==> src/design/scale_mask_pitch_quantizer_macros.svh <==
// ----------------------------------------------------------------------------
// Scale-mask pitch quantizer assertion macros
// Shared concurrent assertion forms, clocked on clk, disabled in reset.
// ----------------------------------------------------------------------------
`ifndef SCALE_MASK_PITCH_QUANTIZER_MACROS_SVH
`define SCALE_MASK_PITCH_QUANTIZER_MACROS_SVH

// same-cycle implication
`define SMPQ_ASSERT_SAME(label, ante, cons, msg) \
    label: assert property (@(posedge clk) disable iff (!rst_n) (ante) |-> (cons)) \
        else $error(msg);

// next-cycle implication
`define SMPQ_ASSERT_NEXT(label, ante, cons, msg) \
    label: assert property (@(posedge clk) disable iff (!rst_n) (ante) |=> (cons)) \
        else $error(msg);

`endif

==> src/design/smpq_pkg.sv <==
// ----------------------------------------------------------------------------
// Scale-mask pitch quantizer package
// Widths, register codes, word types, search tables and modulo-12 helpers.
// ----------------------------------------------------------------------------
package smpq_pkg;

    localparam int PITCH_W   = 18;
    localparam int NOTE_W    = 12;
    localparam int MASK_W    = 12;
    localparam int ROOT_W    = 4;
    localparam int HYST_W    = 10;
    localparam int CFG_W     = 12;
    localparam int CFG_IDX_W = 2;
    localparam int DEG_W     = 4;
    localparam int CENTS_W   = 19;
    localparam int OFF_W     = 5;
    localparam int CAND      = 25;
    localparam int SPAN      = 12;
    localparam int OCTAVE    = 12;
    localparam int CENTS_PER = 100;
    localparam int REM_W     = 7;
    localparam int Q_W       = 12;

    // floor((p + 50) / 100) computed as floor((p + PITCH_BIAS) / 100) - NEAR_BIAS
    localparam int NEAR_BIAS     = 1312;
    localparam int PITCH_BIAS    = 50 + NEAR_BIAS * CENTS_PER;
    localparam int NEAR_MOD_BIAS = NEAR_BIAS % OCTAVE;
    localparam int BIASED_W      = 19;
    localparam int RECIP_100     = 671089;
    localparam int RECIP_100_SH  = 26;
    localparam int RECIP_100_W   = 20;
    localparam int RECIP_12      = 5462;
    localparam int RECIP_12_SH   = 16;
    localparam int RECIP_12_W    = 13;
    localparam int HALF_NEG      = -50;

    localparam int QUEUE_DEPTH_DEFAULT = 8;

    localparam logic [MASK_W-1:0] MASK_RESET = 12'hFFF;
    localparam logic [ROOT_W-1:0] ROOT_RESET = 4'd0;
    localparam logic [HYST_W-1:0] HYST_RESET = 10'd10;

    typedef enum logic [CFG_IDX_W-1:0] {
        REG_SCALE_MASK  = 2'd0,
        REG_ROOT_DEGREE = 2'd1,
        REG_HYSTERESIS  = 2'd2
    } cfg_reg_t;

    typedef struct packed {
        logic [MASK_W-1:0] scale_mask;
        logic [ROOT_W-1:0] root_degree;
        logic [HYST_W-1:0] hysteresis_cents;
    } cfg_t;

    typedef struct packed {
        logic signed [PITCH_W-1:0] cents;
        logic signed [NOTE_W-1:0]  best;
        logic signed [CENTS_W-1:0] best_c;
        logic [DEG_W-1:0]          best_mod;
    } entry_t;

    // candidate index i stands for offset i - SPAN; orders list nearest first
    localparam logic [OFF_W-1:0] ORD_POS [CAND] = '{
        5'd12, 5'd13, 5'd11, 5'd14, 5'd10, 5'd15, 5'd9, 5'd16, 5'd8, 5'd17,
        5'd7, 5'd18, 5'd6, 5'd19, 5'd5, 5'd20, 5'd4, 5'd21, 5'd3, 5'd22,
        5'd2, 5'd23, 5'd1, 5'd24, 5'd0};
    localparam logic [OFF_W-1:0] ORD_NEG [CAND] = '{
        5'd12, 5'd11, 5'd13, 5'd10, 5'd14, 5'd9, 5'd15, 5'd8, 5'd16, 5'd7,
        5'd17, 5'd6, 5'd18, 5'd5, 5'd19, 5'd4, 5'd20, 5'd3, 5'd21, 5'd2,
        5'd22, 5'd1, 5'd23, 5'd0, 5'd24};
    localparam logic [OFF_W-1:0] ORD_HALF [CAND] = '{
        5'd11, 5'd12, 5'd10, 5'd13, 5'd9, 5'd14, 5'd8, 5'd15, 5'd7, 5'd16,
        5'd6, 5'd17, 5'd5, 5'd18, 5'd4, 5'd19, 5'd3, 5'd20, 5'd2, 5'd21,
        5'd1, 5'd22, 5'd0, 5'd23, 5'd24};

    localparam logic [DEG_W-1:0] OFF_MOD12 [CAND] = '{
        4'd0, 4'd1, 4'd2, 4'd3, 4'd4, 4'd5, 4'd6, 4'd7, 4'd8, 4'd9, 4'd10, 4'd11,
        4'd0, 4'd1, 4'd2, 4'd3, 4'd4, 4'd5, 4'd6, 4'd7, 4'd8, 4'd9, 4'd10, 4'd11,
        4'd0};

    localparam logic signed [NOTE_W-1:0] OFF_CENTS [CAND] = '{
        -12'sd1200, -12'sd1100, -12'sd1000, -12'sd900, -12'sd800, -12'sd700,
        -12'sd600, -12'sd500, -12'sd400, -12'sd300, -12'sd200, -12'sd100,
        12'sd0, 12'sd100, 12'sd200, 12'sd300, 12'sd400, 12'sd500, 12'sd600,
        12'sd700, 12'sd800, 12'sd900, 12'sd1000, 12'sd1100, 12'sd1200};

    function automatic logic [DEG_W-1:0] root_mod12(input logic [ROOT_W-1:0] root);
        logic [DEG_W-1:0] r;
        r = (root >= DEG_W'(OCTAVE)) ? root - DEG_W'(OCTAVE) : root;
        return r;
    endfunction

    // a, b in 0..11
    function automatic logic [DEG_W-1:0] add_mod12(input logic [DEG_W-1:0] a,
                                                   input logic [DEG_W-1:0] b);
        logic [DEG_W:0] s;
        s = {1'b0, a} + {1'b0, b};
        if (s >= (DEG_W+1)'(OCTAVE))
        begin
            s = s - (DEG_W+1)'(OCTAVE);
        end
        return s[DEG_W-1:0];
    endfunction

    function automatic logic [DEG_W-1:0] sub_mod12(input logic [DEG_W-1:0] a,
                                                   input logic [DEG_W-1:0] b);
        logic [DEG_W:0] s;
        s = {1'b0, a} + (DEG_W+1)'(OCTAVE) - {1'b0, b};
        if (s >= (DEG_W+1)'(OCTAVE))
        begin
            s = s - (DEG_W+1)'(OCTAVE);
        end
        return s[DEG_W-1:0];
    endfunction

endpackage

==> src/design/smpq_front.sv <==
// ----------------------------------------------------------------------------
// Quantizer front end
// Three-stage pipeline: rounding to the nearest semitone, remainder and
// octave degree, then the 25-way scale search. Pushes words into the queue.
// ----------------------------------------------------------------------------
module smpq_front #(
    parameter int DEPTH = smpq_pkg::QUEUE_DEPTH_DEFAULT,
    parameter int CNT_W = $clog2(DEPTH + 1)
) (
    input  logic                               clk,
    input  logic                               rst_n,
    input  smpq_pkg::cfg_t                     cfg,
    input  logic                               pitch_valid,
    output logic                               pitch_stall,
    input  logic signed [smpq_pkg::PITCH_W-1:0] pitch_cents,
    input  logic [CNT_W-1:0]                   fifo_count,
    output logic                               push,
    output smpq_pkg::entry_t                   push_data
);
    import smpq_pkg::*;

    logic [CNT_W:0]   occ;
    logic             accept;

    logic [BIASED_W-1:0]                 biased;
    logic [BIASED_W+RECIP_100_W-1:0]     prod1;
    logic                                v1_reg;
    logic signed [PITCH_W-1:0]           cents1_reg;
    logic [Q_W-1:0]                      q1_reg;
    logic [Q_W-1:0]                      q1_next;

    logic signed [NOTE_W-1:0]            nearest2_next;
    logic signed [CENTS_W-1:0]           nc2_next;
    logic signed [CENTS_W:0]             rem_w;
    logic [Q_W+RECIP_12_W-1:0]           qprod;
    logic [Q_W-1:0]                      qdiv;
    logic [DEG_W-1:0]                    qmod;
    logic                                v2_reg;
    logic signed [PITCH_W-1:0]           cents2_reg;
    logic signed [NOTE_W-1:0]            nearest2_reg;
    logic signed [CENTS_W-1:0]           nc2_reg;
    logic signed [REM_W-1:0]             r2_reg;
    logic [DEG_W-1:0]                    nmod2_reg;

    logic [DEG_W-1:0]                    base;
    logic [CAND-1:0]                     allowed;
    logic [OFF_W-1:0]                    ord [CAND];
    logic [OFF_W-1:0]                    sel;
    logic signed [OFF_W:0]               off;
    entry_t                              entry3_next;
    entry_t                              entry3_reg;
    logic                                v3_reg;

    assign occ = (CNT_W+1)'(fifo_count) + (CNT_W+1)'(v1_reg) + (CNT_W+1)'(v2_reg)
               + (CNT_W+1)'(v3_reg);
    assign pitch_stall = (occ >= (CNT_W+1)'(DEPTH));
    assign accept      = pitch_valid && !pitch_stall;

    // stage 1
    always_comb
    begin
        biased  = {pitch_cents[PITCH_W-1], pitch_cents} + BIASED_W'(PITCH_BIAS);
        prod1   = (BIASED_W+RECIP_100_W)'(biased) * (BIASED_W+RECIP_100_W)'(RECIP_100);
        q1_next = Q_W'(prod1 >> RECIP_100_SH);
    end

    // stage 2
    always_comb
    begin
        nearest2_next = NOTE_W'($signed({1'b0, q1_reg}) - $signed((Q_W+1)'(NEAR_BIAS)));
        nc2_next      = CENTS_W'(CENTS_W'(nearest2_next) * $signed(CENTS_W'(CENTS_PER)));
        rem_w         = (CENTS_W+1)'(cents1_reg) - (CENTS_W+1)'(nc2_next);
        qprod         = (Q_W+RECIP_12_W)'(q1_reg) * (Q_W+RECIP_12_W)'(RECIP_12);
        qdiv          = Q_W'(qprod >> RECIP_12_SH);
        qmod          = DEG_W'(q1_reg - qdiv * Q_W'(OCTAVE));
    end

    // stage 3: scale search
    always_comb
    begin
        base = sub_mod12(nmod2_reg, root_mod12(cfg.root_degree));
        for (int i = 0; i < CAND; i++)
        begin
            allowed[i] = cfg.scale_mask[add_mod12(base, OFF_MOD12[i])];
        end
        for (int k = 0; k < CAND; k++)
        begin
            if (r2_reg > REM_W'(0))
            begin
                ord[k] = ORD_POS[k];
            end
            else if (r2_reg == $signed(REM_W'(HALF_NEG)))
            begin
                ord[k] = ORD_HALF[k];
            end
            else
            begin
                ord[k] = ORD_NEG[k];
            end
        end
        sel = OFF_W'(SPAN);
        for (int k = CAND - 1; k >= 0; k--)
        begin
            if (allowed[ord[k]])
            begin
                sel = ord[k];
            end
        end
        off                  = $signed({1'b0, sel}) - $signed((OFF_W+1)'(SPAN));
        entry3_next.cents    = cents2_reg;
        entry3_next.best     = nearest2_reg + NOTE_W'(off);
        entry3_next.best_c   = nc2_reg + CENTS_W'(OFF_CENTS[sel]);
        entry3_next.best_mod = add_mod12(nmod2_reg, OFF_MOD12[sel]);
    end

    always_ff @(posedge clk or negedge rst_n)
    begin
        if (!rst_n)
        begin
            v1_reg <= 1'b0;
            v2_reg <= 1'b0;
            v3_reg <= 1'b0;
        end
        else
        begin
            v1_reg <= accept;
            v2_reg <= v1_reg;
            v3_reg <= v2_reg;
        end
    end

    always_ff @(posedge clk)
    begin
        cents1_reg   <= pitch_cents;
        q1_reg       <= q1_next;
        cents2_reg   <= cents1_reg;
        nearest2_reg <= nearest2_next;
        nc2_reg      <= nc2_next;
        r2_reg       <= REM_W'(rem_w);
        nmod2_reg    <= sub_mod12(qmod, DEG_W'(NEAR_MOD_BIAS));
        entry3_reg   <= entry3_next;
    end

    assign push      = v3_reg;
    assign push_data = entry3_reg;

endmodule

==> src/design/smpq_fifo.sv <==
// ----------------------------------------------------------------------------
// Quantizer word queue
// Short register queue between the search pipeline and the hysteresis stage.
// ----------------------------------------------------------------------------
module smpq_fifo #(
    parameter int DEPTH = smpq_pkg::QUEUE_DEPTH_DEFAULT,
    parameter int CNT_W = $clog2(DEPTH + 1)
) (
    input  logic             clk,
    input  logic             rst_n,
    input  logic             push,
    input  smpq_pkg::entry_t push_data,
    input  logic             pop,
    output smpq_pkg::entry_t pop_data,
    output logic [CNT_W-1:0] count
);
    import smpq_pkg::*;

    localparam int PTR_W = (DEPTH > 1) ? $clog2(DEPTH) : 1;

    entry_t           mem [DEPTH];
    logic [PTR_W-1:0] wr_ptr_reg;
    logic [PTR_W-1:0] wr_ptr_next;
    logic [PTR_W-1:0] rd_ptr_reg;
    logic [PTR_W-1:0] rd_ptr_next;
    logic [CNT_W-1:0] count_reg;
    logic [CNT_W-1:0] count_next;

    always_comb
    begin
        wr_ptr_next = wr_ptr_reg;
        rd_ptr_next = rd_ptr_reg;
        count_next  = count_reg;
        if (push)
        begin
            wr_ptr_next = (wr_ptr_reg == PTR_W'(DEPTH - 1)) ? '0 : wr_ptr_reg + 1'b1;
        end
        if (pop)
        begin
            rd_ptr_next = (rd_ptr_reg == PTR_W'(DEPTH - 1)) ? '0 : rd_ptr_reg + 1'b1;
        end
        if (push && !pop)
        begin
            count_next = count_reg + 1'b1;
        end
        else if (pop && !push)
        begin
            count_next = count_reg - 1'b1;
        end
    end

    always_ff @(posedge clk or negedge rst_n)
    begin
        if (!rst_n)
        begin
            wr_ptr_reg <= '0;
            rd_ptr_reg <= '0;
            count_reg  <= '0;
        end
        else
        begin
            wr_ptr_reg <= wr_ptr_next;
            rd_ptr_reg <= rd_ptr_next;
            count_reg  <= count_next;
        end
    end

    always_ff @(posedge clk)
    begin
        if (push)
        begin
            mem[wr_ptr_reg] <= push_data;
        end
    end

    assign pop_data = mem[rd_ptr_reg];
    assign count    = count_reg;

endmodule

==> src/design/smpq_back.sv <==
// ----------------------------------------------------------------------------
// Quantizer back end
// Hysteresis against the held note, empty-mask handling and the output
// register. Takes one word from the queue per cycle while the output is not stalled.
// ----------------------------------------------------------------------------
`include "scale_mask_pitch_quantizer_macros.svh"

module smpq_back #(
    parameter int DEPTH = smpq_pkg::QUEUE_DEPTH_DEFAULT,
    parameter int CNT_W = $clog2(DEPTH + 1)
) (
    input  logic                               clk,
    input  logic                               rst_n,
    input  smpq_pkg::cfg_t                     cfg,
    input  logic [CNT_W-1:0]                   fifo_count,
    input  smpq_pkg::entry_t                   pop_data,
    output logic                               pop,
    output logic                               note_valid,
    input  logic                               note_stall,
    output logic signed [smpq_pkg::NOTE_W-1:0] note_number
);
    import smpq_pkg::*;

    localparam int DIST_W = CENTS_W + 2;

    logic                      held_valid_reg;
    logic                      held_valid_next;
    logic signed [NOTE_W-1:0]  held_reg;
    logic signed [NOTE_W-1:0]  held_next;
    logic signed [CENTS_W-1:0] held_c_reg;
    logic signed [CENTS_W-1:0] held_c_next;
    logic [DEG_W-1:0]          held_mod_reg;
    logic [DEG_W-1:0]          held_mod_next;
    logic                      note_valid_reg;
    logic                      note_valid_next;
    logic signed [NOTE_W-1:0]  note_number_reg;
    logic signed [NOTE_W-1:0]  note_number_next;

    logic                      held_ok;
    logic signed [DIST_W-1:0]  dh_s;
    logic signed [DIST_W-1:0]  gap_s;
    logic [DIST_W-1:0]         dh_abs;
    logic [DIST_W-1:0]         gap_abs;
    logic [DIST_W-1:0]         thr;
    logic                      keep;
    logic                      held_c_ok;

    assign pop = (fifo_count != '0) && (!note_valid_reg || !note_stall);

    always_comb
    begin
        held_ok = cfg.scale_mask[sub_mod12(held_mod_reg, root_mod12(cfg.root_degree))];
        dh_s    = DIST_W'(pop_data.cents) - DIST_W'(held_c_reg);
        gap_s   = DIST_W'(pop_data.best_c) - DIST_W'(held_c_reg);
        dh_abs  = (dh_s < 0) ? DIST_W'(-dh_s) : DIST_W'(dh_s);
        gap_abs = (gap_s < 0) ? DIST_W'(-gap_s) : DIST_W'(gap_s);
        thr     = (gap_abs >> 1) + DIST_W'(cfg.hysteresis_cents);
        keep    = held_valid_reg && (pop_data.best != held_reg) && held_ok && (dh_abs <= thr);

        held_valid_next  = held_valid_reg;
        held_next        = held_reg;
        held_c_next      = held_c_reg;
        held_mod_next    = held_mod_reg;
        note_number_next = note_number_reg;
        note_valid_next  = note_valid_reg && note_stall;

        if (pop)
        begin
            note_valid_next = 1'b1;
            held_valid_next = 1'b1;
            if (cfg.scale_mask == '0)
            begin
                if (!held_valid_reg)
                begin
                    held_next     = '0;
                    held_c_next   = '0;
                    held_mod_next = '0;
                end
                note_number_next = held_valid_reg ? held_reg : '0;
            end
            else if (keep)
            begin
                note_number_next = held_reg;
            end
            else
            begin
                held_next        = pop_data.best;
                held_c_next      = pop_data.best_c;
                held_mod_next    = pop_data.best_mod;
                note_number_next = pop_data.best;
            end
        end
    end

    always_ff @(posedge clk or negedge rst_n)
    begin
        if (!rst_n)
        begin
            held_valid_reg <= 1'b0;
            held_reg       <= '0;
            held_c_reg     <= '0;
            held_mod_reg   <= '0;
            note_valid_reg <= 1'b0;
        end
        else
        begin
            held_valid_reg <= held_valid_next;
            held_reg       <= held_next;
            held_c_reg     <= held_c_next;
            held_mod_reg   <= held_mod_next;
            note_valid_reg <= note_valid_next;
        end
    end

    always_ff @(posedge clk)
    begin
        note_number_reg <= note_number_next;
    end

    assign note_valid  = note_valid_reg;
    assign note_number = note_number_reg;

    assign held_c_ok = (DIST_W'(held_reg) * $signed(DIST_W'(CENTS_PER))) == DIST_W'(held_c_reg);

    `SMPQ_ASSERT_NEXT(a_pop_sets_held, pop, held_valid_reg && note_valid_reg, "pop lost held state")
    `SMPQ_ASSERT_SAME(a_no_pop_on_stall, note_valid_reg && note_stall, !pop, "pop while stalled")
    `SMPQ_ASSERT_SAME(a_held_mod_range, held_valid_reg, held_mod_reg < DEG_W'(OCTAVE), "bad degree")
    `SMPQ_ASSERT_SAME(a_held_cents, held_valid_reg, held_c_ok, "held cents out of step")

endmodule

==> src/design/scale_mask_pitch_quantizer.sv <==
// ----------------------------------------------------------------------------
// Scale-mask pitch quantizer
// Rounds a pitch in cents to the nearest note allowed by a 12-degree scale
// mask, with hysteresis against the previously held note; an empty mask repeats the held note, or 0.
//
//   channel   dir   handshake                 word
//   config    in    cfg_we                    cfg_index, cfg_data
//   pitch     in    pitch_valid/pitch_stall   pitch_cents
//   note      out   note_valid/note_stall     note_number
//
// One word per cycle sustained while note_stall is low; an accepted pitch passes the front stages and the queue.
// The held-note compare is combinational in the back stage, which sets
// the rate; the search runs in a three-stage front pipeline.
// Reset: asynchronous, config and control registers at their reset values, no note held.
// pitch_stall rises once queue plus front stages hold QUEUE_DEPTH words.
// ----------------------------------------------------------------------------
module scale_mask_pitch_quantizer #(
    parameter int QUEUE_DEPTH = smpq_pkg::QUEUE_DEPTH_DEFAULT
) (
    input  logic                                clk,
    input  logic                                rst_n,
    input  logic                                cfg_we,
    input  logic [smpq_pkg::CFG_IDX_W-1:0]      cfg_index,
    input  logic [smpq_pkg::CFG_W-1:0]          cfg_data,
    input  logic                                pitch_valid,
    output logic                                pitch_stall,
    input  logic signed [smpq_pkg::PITCH_W-1:0] pitch_cents,
    output logic                                note_valid,
    input  logic                                note_stall,
    output logic signed [smpq_pkg::NOTE_W-1:0]  note_number
);
    import smpq_pkg::*;

    localparam int CNT_W = $clog2(QUEUE_DEPTH + 1);

    logic [MASK_W-1:0] scale_mask_reg;
    logic [ROOT_W-1:0] root_degree_reg;
    logic [HYST_W-1:0] hysteresis_reg;
    cfg_t              cfg;

    logic              push;
    entry_t            push_data;
    logic              pop;
    entry_t            pop_data;
    logic [CNT_W-1:0]  fifo_count;

    always_ff @(posedge clk or negedge rst_n)
    begin
        if (!rst_n)
        begin
            scale_mask_reg  <= MASK_RESET;
            root_degree_reg <= ROOT_RESET;
            hysteresis_reg  <= HYST_RESET;
        end
        else if (cfg_we)
        begin
            case (cfg_reg_t'(cfg_index))
                REG_SCALE_MASK:  scale_mask_reg  <= cfg_data[MASK_W-1:0];
                REG_ROOT_DEGREE: root_degree_reg <= cfg_data[ROOT_W-1:0];
                REG_HYSTERESIS:  hysteresis_reg  <= cfg_data[HYST_W-1:0];
                default:         ;
            endcase
        end
    end

    assign cfg.scale_mask       = scale_mask_reg;
    assign cfg.root_degree      = root_degree_reg;
    assign cfg.hysteresis_cents = hysteresis_reg;

    smpq_front #(
        .DEPTH (QUEUE_DEPTH),
        .CNT_W (CNT_W)
    ) u_front (
        .clk         (clk),
        .rst_n       (rst_n),
        .cfg         (cfg),
        .pitch_valid (pitch_valid),
        .pitch_stall (pitch_stall),
        .pitch_cents (pitch_cents),
        .fifo_count  (fifo_count),
        .push        (push),
        .push_data   (push_data)
    );

    smpq_fifo #(
        .DEPTH (QUEUE_DEPTH),
        .CNT_W (CNT_W)
    ) u_fifo (
        .clk       (clk),
        .rst_n     (rst_n),
        .push      (push),
        .push_data (push_data),
        .pop       (pop),
        .pop_data  (pop_data),
        .count     (fifo_count)
    );

    smpq_back #(
        .DEPTH (QUEUE_DEPTH),
        .CNT_W (CNT_W)
    ) u_back (
        .clk         (clk),
        .rst_n       (rst_n),
        .cfg         (cfg),
        .fifo_count  (fifo_count),
        .pop_data    (pop_data),
        .pop         (pop),
        .note_valid  (note_valid),
        .note_stall  (note_stall),
        .note_number (note_number)
    );

endmodule
==> config.mk <==
export PLATFORM = sky130hd
export DESIGN_NAME = scale_mask_pitch_quantizer
export DESIGN_NICKNAME = d
export VERILOG_FILES = /design/src/design/smpq_pkg.sv /design/src/design/smpq_front.sv /design/src/design/smpq_fifo.sv /design/src/design/smpq_back.sv /design/src/design/scale_mask_pitch_quantizer.sv
export VERILOG_INCLUDE_DIRS = /design/src /design/src/design
export SDC_FILE = /design/constraint.sdc
export NUM_CORES = 1
export LEC_CHECK = 0
export BUFFER_PORTS_ARGS = -buffer_cell sky130_fd_sc_hd__buf_2
export CAP_MARGIN = 20
export CORE_ASPECT_RATIO = 1.1
export CORE_UTILIZATION = 60
export CTS_BUF_LIST = sky130_fd_sc_hd__clkbuf_8
export DETAILED_ROUTE_END_ITERATION = 8
export GPL_TIMING_DRIVEN = 0
export PLACE_DENSITY = 0.86
export SETUP_SLACK_MARGIN = 0.3
export SYNTH_ARGS = -nofsm -noshare
export SYNTH_HDL_FRONTEND = slang
export SYNTH_HIERARCHICAL = 1
export SYNTH_SLANG_ARGS = --single-unit
==> constraint.sdc <==
create_clock -name clk -period 10.8 [get_ports clk]
set_input_delay 0.54 -clock clk [delete_from_list [all_inputs] [get_ports clk]]
set_output_delay 0.54 -clock clk [all_outputs]
set_load 0.02 [all_outputs]
## Word-level counts from Yosys, hierarchy flattened

Memories as Yosys holds them, arrays and structs flattened.
Index checks and enable logic that the tools add are counted.

| word-level totals | value |
|---|---|
| register bits after elaboration | 229 |
| RAM bits | 424 |
| bits in read-only memories | 512 |
| bits of input ports | 37 |
| output and inout port bits | 14 |
| logic and storage cells | 368 |
| memories kept | 3 |

Memory list:

| name | depth | width | read ports | clocked after memory_dff | write ports | RTL line | text |
|---|---|---|---|---|---|---|---|
| u_fifo.mem | 8 | 53 | 1 | 0 | 1 | smpq_fifo.sv:21 | `entry_t mem [DEPTH];` |
| (no name shown) | 32 | 12 | 1 | 0 | 0 | smpq_front.sv:112 | `entry3_next.best_c = nc2_reg + CENTS_W'(OFF_CENTS[sel]);` |
| (no name shown) | 32 | 4 | 1 | 0 | 0 | smpq_front.sv:113 | `entry3_next.best_mod = add_mod12(nmod2_reg, OFF_MOD12[sel]);` |

| operators by class | value |
|---|---|
| add/sub/neg operators | 54 |
| multipliers | 4 |
| order comparisons | 61 |
| equal/unequal tests | 8 |
| mux-type cells | 189 |
| bitwise logic cells | 1 |
| reduce and logical (&&, ||, !) cells | 22 |

Operator list:

| kind | count |
|---|---|
| two-way mux 5 bit | 66 |
| less-than comparator 5 x 6 -> 1 bit (second input constant) | 25 |
| binary-select mux 1 bit (select 5 bit) | 25 |
| two-way mux 4 bit | 24 |
| greater-or-equal comparator 5 x 4 -> 1 bit (second input constant) | 16 |
| subtractor 4 bit (second input constant) | 17 |
| less-than comparator 4 x 5 -> 1 bit (second input constant) | 13 |
| two-way mux 12 bit | 5 |
| two-way mux 19 bit | 3 |
| binary-select mux 1 bit (select 4 bit) | 13 |
| two-way mux 21 bit | 2 |
| negator 20 -> 21 bit | 2 |
| two-way mux 1 bit | 41 |
| less-than comparator 20 x 1 -> 1 bit (second input constant) | 2 |
| multiplier 19 x 20 -> 38 bit (second input constant) | 1 |
| adder 4 x 4 -> 5 bit (second input constant) | 7 |
| two-way mux 3 bit | 10 |
| multiplier 12 x 12 -> 24 bit (second input constant) | 1 |
| adder 20 x 10 -> 21 bit | 1 |
| <= comparator 21 bit | 1 |
| adder 4 x 3 -> 5 bit (second input constant) | 4 |
| subtractor 18 x 19 -> 20 bit | 1 |
| subtractor 19 x 19 -> 20 bit | 1 |
| adder 19 x 12 -> 19 bit | 1 |
| 37 further kinds | 57 |

## Logic depth before layout (Yosys ltp)

| logic depth | value |
|---|---|
| depth in word-level cells | 44 |
| mapped depth | 50 |
| mapped depth without buffers | 49 |

## Hierarchy

The synthesis kept the hierarchy.

Modules (own cells, without submodules):

| module | times used | cells an instance | area each (um^2) | seq. area each (um^2) |
|---|---|---|---|---|
| smpq_front | 1 | 1794 | 16726.0 | 2677.6 |
| smpq_fifo | 1 | 677 | 16522.1 | 12982.5 |
| smpq_back | 1 | 758 | 6366.1 | 1286.2 |
| scale_mask_pitch_quantizer | 1 | 57 | 1017.2 | 668.1 |

## Worst setup path after synthesis

No wires, ideal clock.

| path | value |
|---|---|
| path kind | register -> register |
| from | reg root_degree_reg[1] |
| to | reg u_front.entry3_reg (netlist bit u_front/push_data[22]) |
| setup time | 0.120 ns |
| arrival | 8.765 ns |
| data required time | 10.680 ns |
| slack | 1.915 ns |
| cell stages (with the launch flop) | 44 |
| buffers on the path | 2 |
| period minus slack after synthesis | 8.885 ns |
| cells stage by stage | dfrtp_1 inv_1 ha_1 ha_1 fa_1 xnor2_2 inv_2 ha_1 clkbuf_1 a21oi_1 nand4_2 a21oi_2 buf_2 o21ai_1 xnor2_1 ha_1 nand2_1 nand2_1 (+8 left out) o31ai_1 ha_1 inv_1 o21bai_1 ha_1 a21boi_0 o21ai_0 a21boi_0 o21ai_0 a21boi_0 o21ai_0 a21boi_0 o21ai_0 a21boi_0 nor3_1 o21bai_1 a21oi_1 xnor2_1 |

RTL lines:

| what | RTL line | text |
|---|---|---|
| start, declared | scale_mask_pitch_quantizer.sv:37 | `logic [ROOT_W-1:0] root_degree_reg;` |
| start signal, assigned | scale_mask_pitch_quantizer.sv:59 | `REG_ROOT_DEGREE: root_degree_reg <= cfg_data[ROOT_W-1:0];` |
| end signal, assigned | smpq_front.sv:141 | `entry3_reg <= entry3_next;` |
| end, declared | smpq_front.sv:51 | `entry_t entry3_reg;` |

==> flow_summary.html <==
<table>
<tr><th>Metric</th><th>Value</th></tr>
<tr><th colspan="2">Logic synthesis</th></tr>
<tr><td>Distinct cells, synth</td><td>118</td></tr>
<tr><td>Synth warnings</td><td>6</td></tr>
<tr><td>Post-synthesis async set-or-reset flop share</td><td>11.84%</td></tr>
<tr><td>Yosys reg bits</td><td>642</td></tr>
<tr><td>Post-synthesis instance area</td><td>40630 um^2</td></tr>
<tr><td>Register area share after synthesis</td><td>43.35%</td></tr>
<tr><td>Primary flip-flop cell chosen by synthesis mapping</td><td>sky130_fd_sc_hd__edfxtp_1</td></tr>
<tr><td>Post-synth EDFFs</td><td>436</td></tr>
<tr><td>Synthesized area per cell</td><td>12.37 um^2</td></tr>
<tr><td>Cells after synthesis</td><td>3286</td></tr>
<tr><th colspan="2">Clocking</th></tr>
<tr><td>Largest buffer count on any clock path</td><td>3</td></tr>
<tr><td>Total clock buffers created by CTS</td><td>96</td></tr>
<tr><td>Clock latency on the worst-skew pair</td><td>0.71 ns</td></tr>
<tr><td>Clock-pin slew reported for the worst setup and hold paths after clock tree synthesis</td><td>0.06 ns</td></tr>
<tr><td>Maximum level of the CTS H-tree</td><td>3</td></tr>
<tr><td>Clock tree from TritonCTS</td><td>built</td></tr>
<tr><td>Clk sink count</td><td>642</td></tr>
<tr><td>CTS Root Cell</td><td>sky130_fd_sc_hd__clkbuf_8</td></tr>
<tr><th colspan="2">Finish</th></tr>
<tr><td>Final cell count without fillers</td><td>4432</td></tr>
<tr><td>Area Growth Syn to Fin</td><td>10.69%</td></tr>
<tr><td>Most common cell after layout, fill and taps aside</td><td>sky130_fd_sc_hd__inv_1</td></tr>
<tr><td>Fraction of layout cells with a size suffix above 1</td><td>16.52%</td></tr>
<tr><td>Net count reported at finish</td><td>4109</td></tr>
<tr><td>Fill count</td><td>4420</td></tr>
<tr><td>Post-route standard cell area excluding fillers</td><td>44970 um^2</td></tr>
<tr><td>Max reg flops</td><td>424</td></tr>
<tr><td>Leading cell types in the layout, fill and taps excluded</td><td>451 x sky130_fd_sc_hd__inv_1, 436 x sky130_fd_sc_hd__edfxtp_1, 403 x sky130_fd_sc_hd__ha_1</td></tr>
<tr><th colspan="2">Route</th></tr>
<tr><td>Routed len/inst</td><td>22.59 um</td></tr>
<tr><td>Total number of vias</td><td>27570</td></tr>
<tr><td>Post-detailed-route count of antenna-violating nets</td><td>0</td></tr>
<tr><td>Total Wirelength</td><td>100100 um</td></tr>
<tr><td>Vias per Instance</td><td>6.221</td></tr>
<tr><td>Total DRC errors in the routed layout</td><td>0</td></tr>
<tr><td>First-pass iteration count of the detailed router</td><td>9</td></tr>
<tr><td>Iteration-0 DRC Markers</td><td>2915</td></tr>
<tr><th colspan="2">Status</th></tr>
<tr><td>Run status</td><td>finished clean</td></tr>
<tr><th colspan="2">Placement</th></tr>
<tr><td>Cell total after placement</td><td>4224</td></tr>
<tr><td>Placed inst area</td><td>42480 um^2</td></tr>
<tr><td>GPL Wtd Cong</td><td>0.9498</td></tr>
<tr><td>IO buf count</td><td>50</td></tr>
<tr><td>Total half-perimeter wirelength after legalization and detailed placement</td><td>73260 um</td></tr>
<tr><th colspan="2">Timing</th></tr>
<tr><td>RSZ-0062 raised after global routing</td><td>yes</td></tr>
<tr><td>Final period utilization</td><td>95.19%</td></tr>
<tr><td>Transition time at the pin with the least slew margin</td><td>0.9730 ns</td></tr>
<tr><td>Total Neg Setup Slack</td><td>0 ns</td></tr>
<tr><td>Number of setup violations in the final report</td><td>0</td></tr>
<tr><td>Relative slew slack</td><td>34.45%</td></tr>
<tr><td>Upper clock frequency limit</td><td>97.27 MHz</td></tr>
<tr><td>Clock skew after layout</td><td>0.06182 ns</td></tr>
<tr><td>Hold Violations, Final</td><td>0</td></tr>
<tr><td>Final max-slew violation count</td><td>0</td></tr>
<tr><td>Tmin final</td><td>10.28 ns</td></tr>
<tr><th colspan="2">Worst setup path</th></tr>
<tr><td>Slowest stage cell on the critical path</td><td>sky130_fd_sc_hd__fa_1</td></tr>
<tr><td>Arrival time at the worst endpoint</td><td>10.84 ns</td></tr>
<tr><td>Top fanout value on the critical path</td><td>10</td></tr>
<tr><td>Crit-path max cell delay</td><td>0.47 ns</td></tr>
<tr><td>Data required, critical path</td><td>11.36 ns</td></tr>
<tr><td>Kind of critical path</td><td>flip-flop to flip-flop</td></tr>
<tr><td>Endpoint type of the worst setup path</td><td>flip-flop</td></tr>
<tr><td>Critical path startpoint category</td><td>flip-flop</td></tr>
<tr><td>Dominant cell type by count on the critical path</td><td>sky130_fd_sc_hd__ha_1</td></tr>
<tr><th colspan="2">Global routing</th></tr>
<tr><td>Initial antenna violation count</td><td>2</td></tr>
<tr><td>Global-route wire length before repair</td><td>155200 um</td></tr>
<tr><td>Pin count of the biggest net entering global routing</td><td>66</td></tr>
<tr><td>All-Layer GR Usage</td><td>29.41%</td></tr>
<tr><td>Vias in the first global route</td><td>28610</td></tr>
<tr><td>Sum of overflow across all layers after global routing</td><td>0</td></tr>
<tr><th colspan="2">Floorplan</th></tr>
<tr><td>Number of standard-cell rows in the floorplan</td><td>99</td></tr>
<tr><td>Vertical die dimension</td><td>274.9 um</td></tr>
<tr><td>Number of top-level pins</td><td>51</td></tr>
<tr><td>Area of the placeable core</td><td>66640 um^2</td></tr>
<tr><td>Horizontal extent of the die</td><td>250.1 um</td></tr>
<tr><td>Die Footprint</td><td>68770 um^2</td></tr>
<tr><td>Starting density of the core</td><td>60.97%</td></tr>
<tr><th colspan="2">Min path</th></tr>
<tr><td>Min-delay worst type</td><td>input port to flip-flop</td></tr>
<tr><th colspan="2">Run</th></tr>
<tr><td>Max-capacitance violation count</td><td>0</td></tr>
</table>
-- worst max-delay path: cells and delay by family (launching register included) --
family	cells	cell delay, ns
adders and majority gates	7	2.14
AOI/OAI and AO/OA	24	4.82
xor gates and xnor gates	3	0.64
and+or+nand+nor	6	0.99
buffers and inverters	7	1.10
DFF	1	0.42
-- per-layer routing --
metal	up-vias	share of wire, %	track usage [%]
li1	12310	-	-
met1	13540	37	35.40
met2	1382	50	50.96
met3	345	7.9	5.062
met4	2	5.1	15.29
met5	-	0.013	0
-- Yosys cell counts, drive strengths merged (7+ instances only) --
library cell  number  area [um^2]
nand3b            10        78.82
nand2b            51        319.1
nand4             29        187.7
mux4             113         2545
nor3b              7        63.81
dfstp             14        367.9
dfxtp            130         2603
a31oi             18        112.6
clkbuf            57        214.0
nor2b             29        183.9
a21boi            13        101.3
mux2              95         1077
nor4              19        146.4
a211oi            16        150.1
dfrtp             62         1551
a22oi              8        60.06
a32o              12        120.1
edfxtp           436        13090
a21oi            142        737.0
ha               403         5042
o31ai             17        141.4
a22o              15        131.4
a2111oi            7        67.56
o21a              24        180.2
mux2i             20        200.2
fa               179         3583
or3                8        50.05
a21o              46        345.3
o21bai            25        187.7
nand3             43        230.2
nand2             95        361.6
o21ai            143        719.4
nor2             134        513.0
inv              427         1603
xnor2            137         1207
buf               38        256.5
and2              14        90.09
or2                9        56.31
nor3              39        205.2
xor2              52        463.0
and3              26        162.7
o211ai            18        140.1
-- area by class of cell --
| class | instances | area (um^2) | area share (%) |
|---|---|---|---|
| tap | 858 | 1074 | 2.387 |
| clock inverter | 64 | 419.2 | 0.9320 |
| antenna | 3 | 7.507 | 0.01669 |
| buffer | 95 | 479.2 | 1.066 |
| multi-input combinational | 2124 | 21270 | 47.29 |
| sequential | 642 | 17620 | 39.17 |
| timing repair buffer | 103 | 920.9 | 2.048 |
| clock buffer | 115 | 1583 | 3.519 |
| inverter | 428 | 1607 | 3.572 |
-- timing repair --
item,CTS,global route
hold buffers,13,0
cloned,1,0
buffers inserted,1,10
setup endpoints to repair,6,7
pin swaps,3,9
gates resized for setup,32,30
endpoints found under the hold margin,39,0
-- final timing paths --
path,start,end,slack [ns],cells past startpoint
worst min-delay path,pitch_cents[15],u_front/cents1_reg[15]$_DFF_P_,0.04,1
min in group asynchronous,rst_n,u_fifo/rd_ptr_reg[2]$_DFFE_PN0P_,0.26,2
worst max register to register,root_degree_reg[1]$_DFFE_PN0P_,u_front/push_data[22]$_DFF_P_,0.52,47
worst max-delay path,root_degree_reg[1]$_DFFE_PN0P_,u_front/push_data[22]$_DFF_P_,0.52,47
max in group asynchronous,rst_n,hysteresis_reg[1]$_DFFE_PN1P_,9.90,3
worst min register to register,u_front/cents1_reg[15]$_DFF_P_,u_front/cents2_reg[15]$_DFF_P_,0.33,0
-- stage by stage --
step                      setup slack (ns)  utilization (%)  hold WS [ns]
after floorplan                      1.915                -        0.2444
after global routing                0.1276            67.48     0.0009287
final                               0.5190            67.49       0.04424
after detailed placement           -0.5913            63.75        0.3121
after CTS                           0.3091            67.21     0.0005838
after global placement             -0.2105            62.97        0.3103
-- cells by family (layout without fill, tap and decap cells) --
| group | count (synthesis) | count (layout) | synth area share (%) |
|---|---|---|---|
| AO/OA/AOI/OAI | 585 | 586 | 9.765 |
| XOR/XNOR | 189 | 189 | 4.111 |
| adder cells (fa/ha/maj) | 582 | 582 | 21.23 |
| buffers and inverters | 523 | 805 | 5.112 |
| flip-flops | 642 | 642 | 43.35 |
| multiplexers | 228 | 228 | 9.408 |
| other | 3 | 8 | 0.02771 |
| AND/OR/NAND/NOR | 534 | 534 | 6.996 |
Power is not shown: default switching activity piles up to over one toggle a cycle in this logic, so the estimate is an artifact.
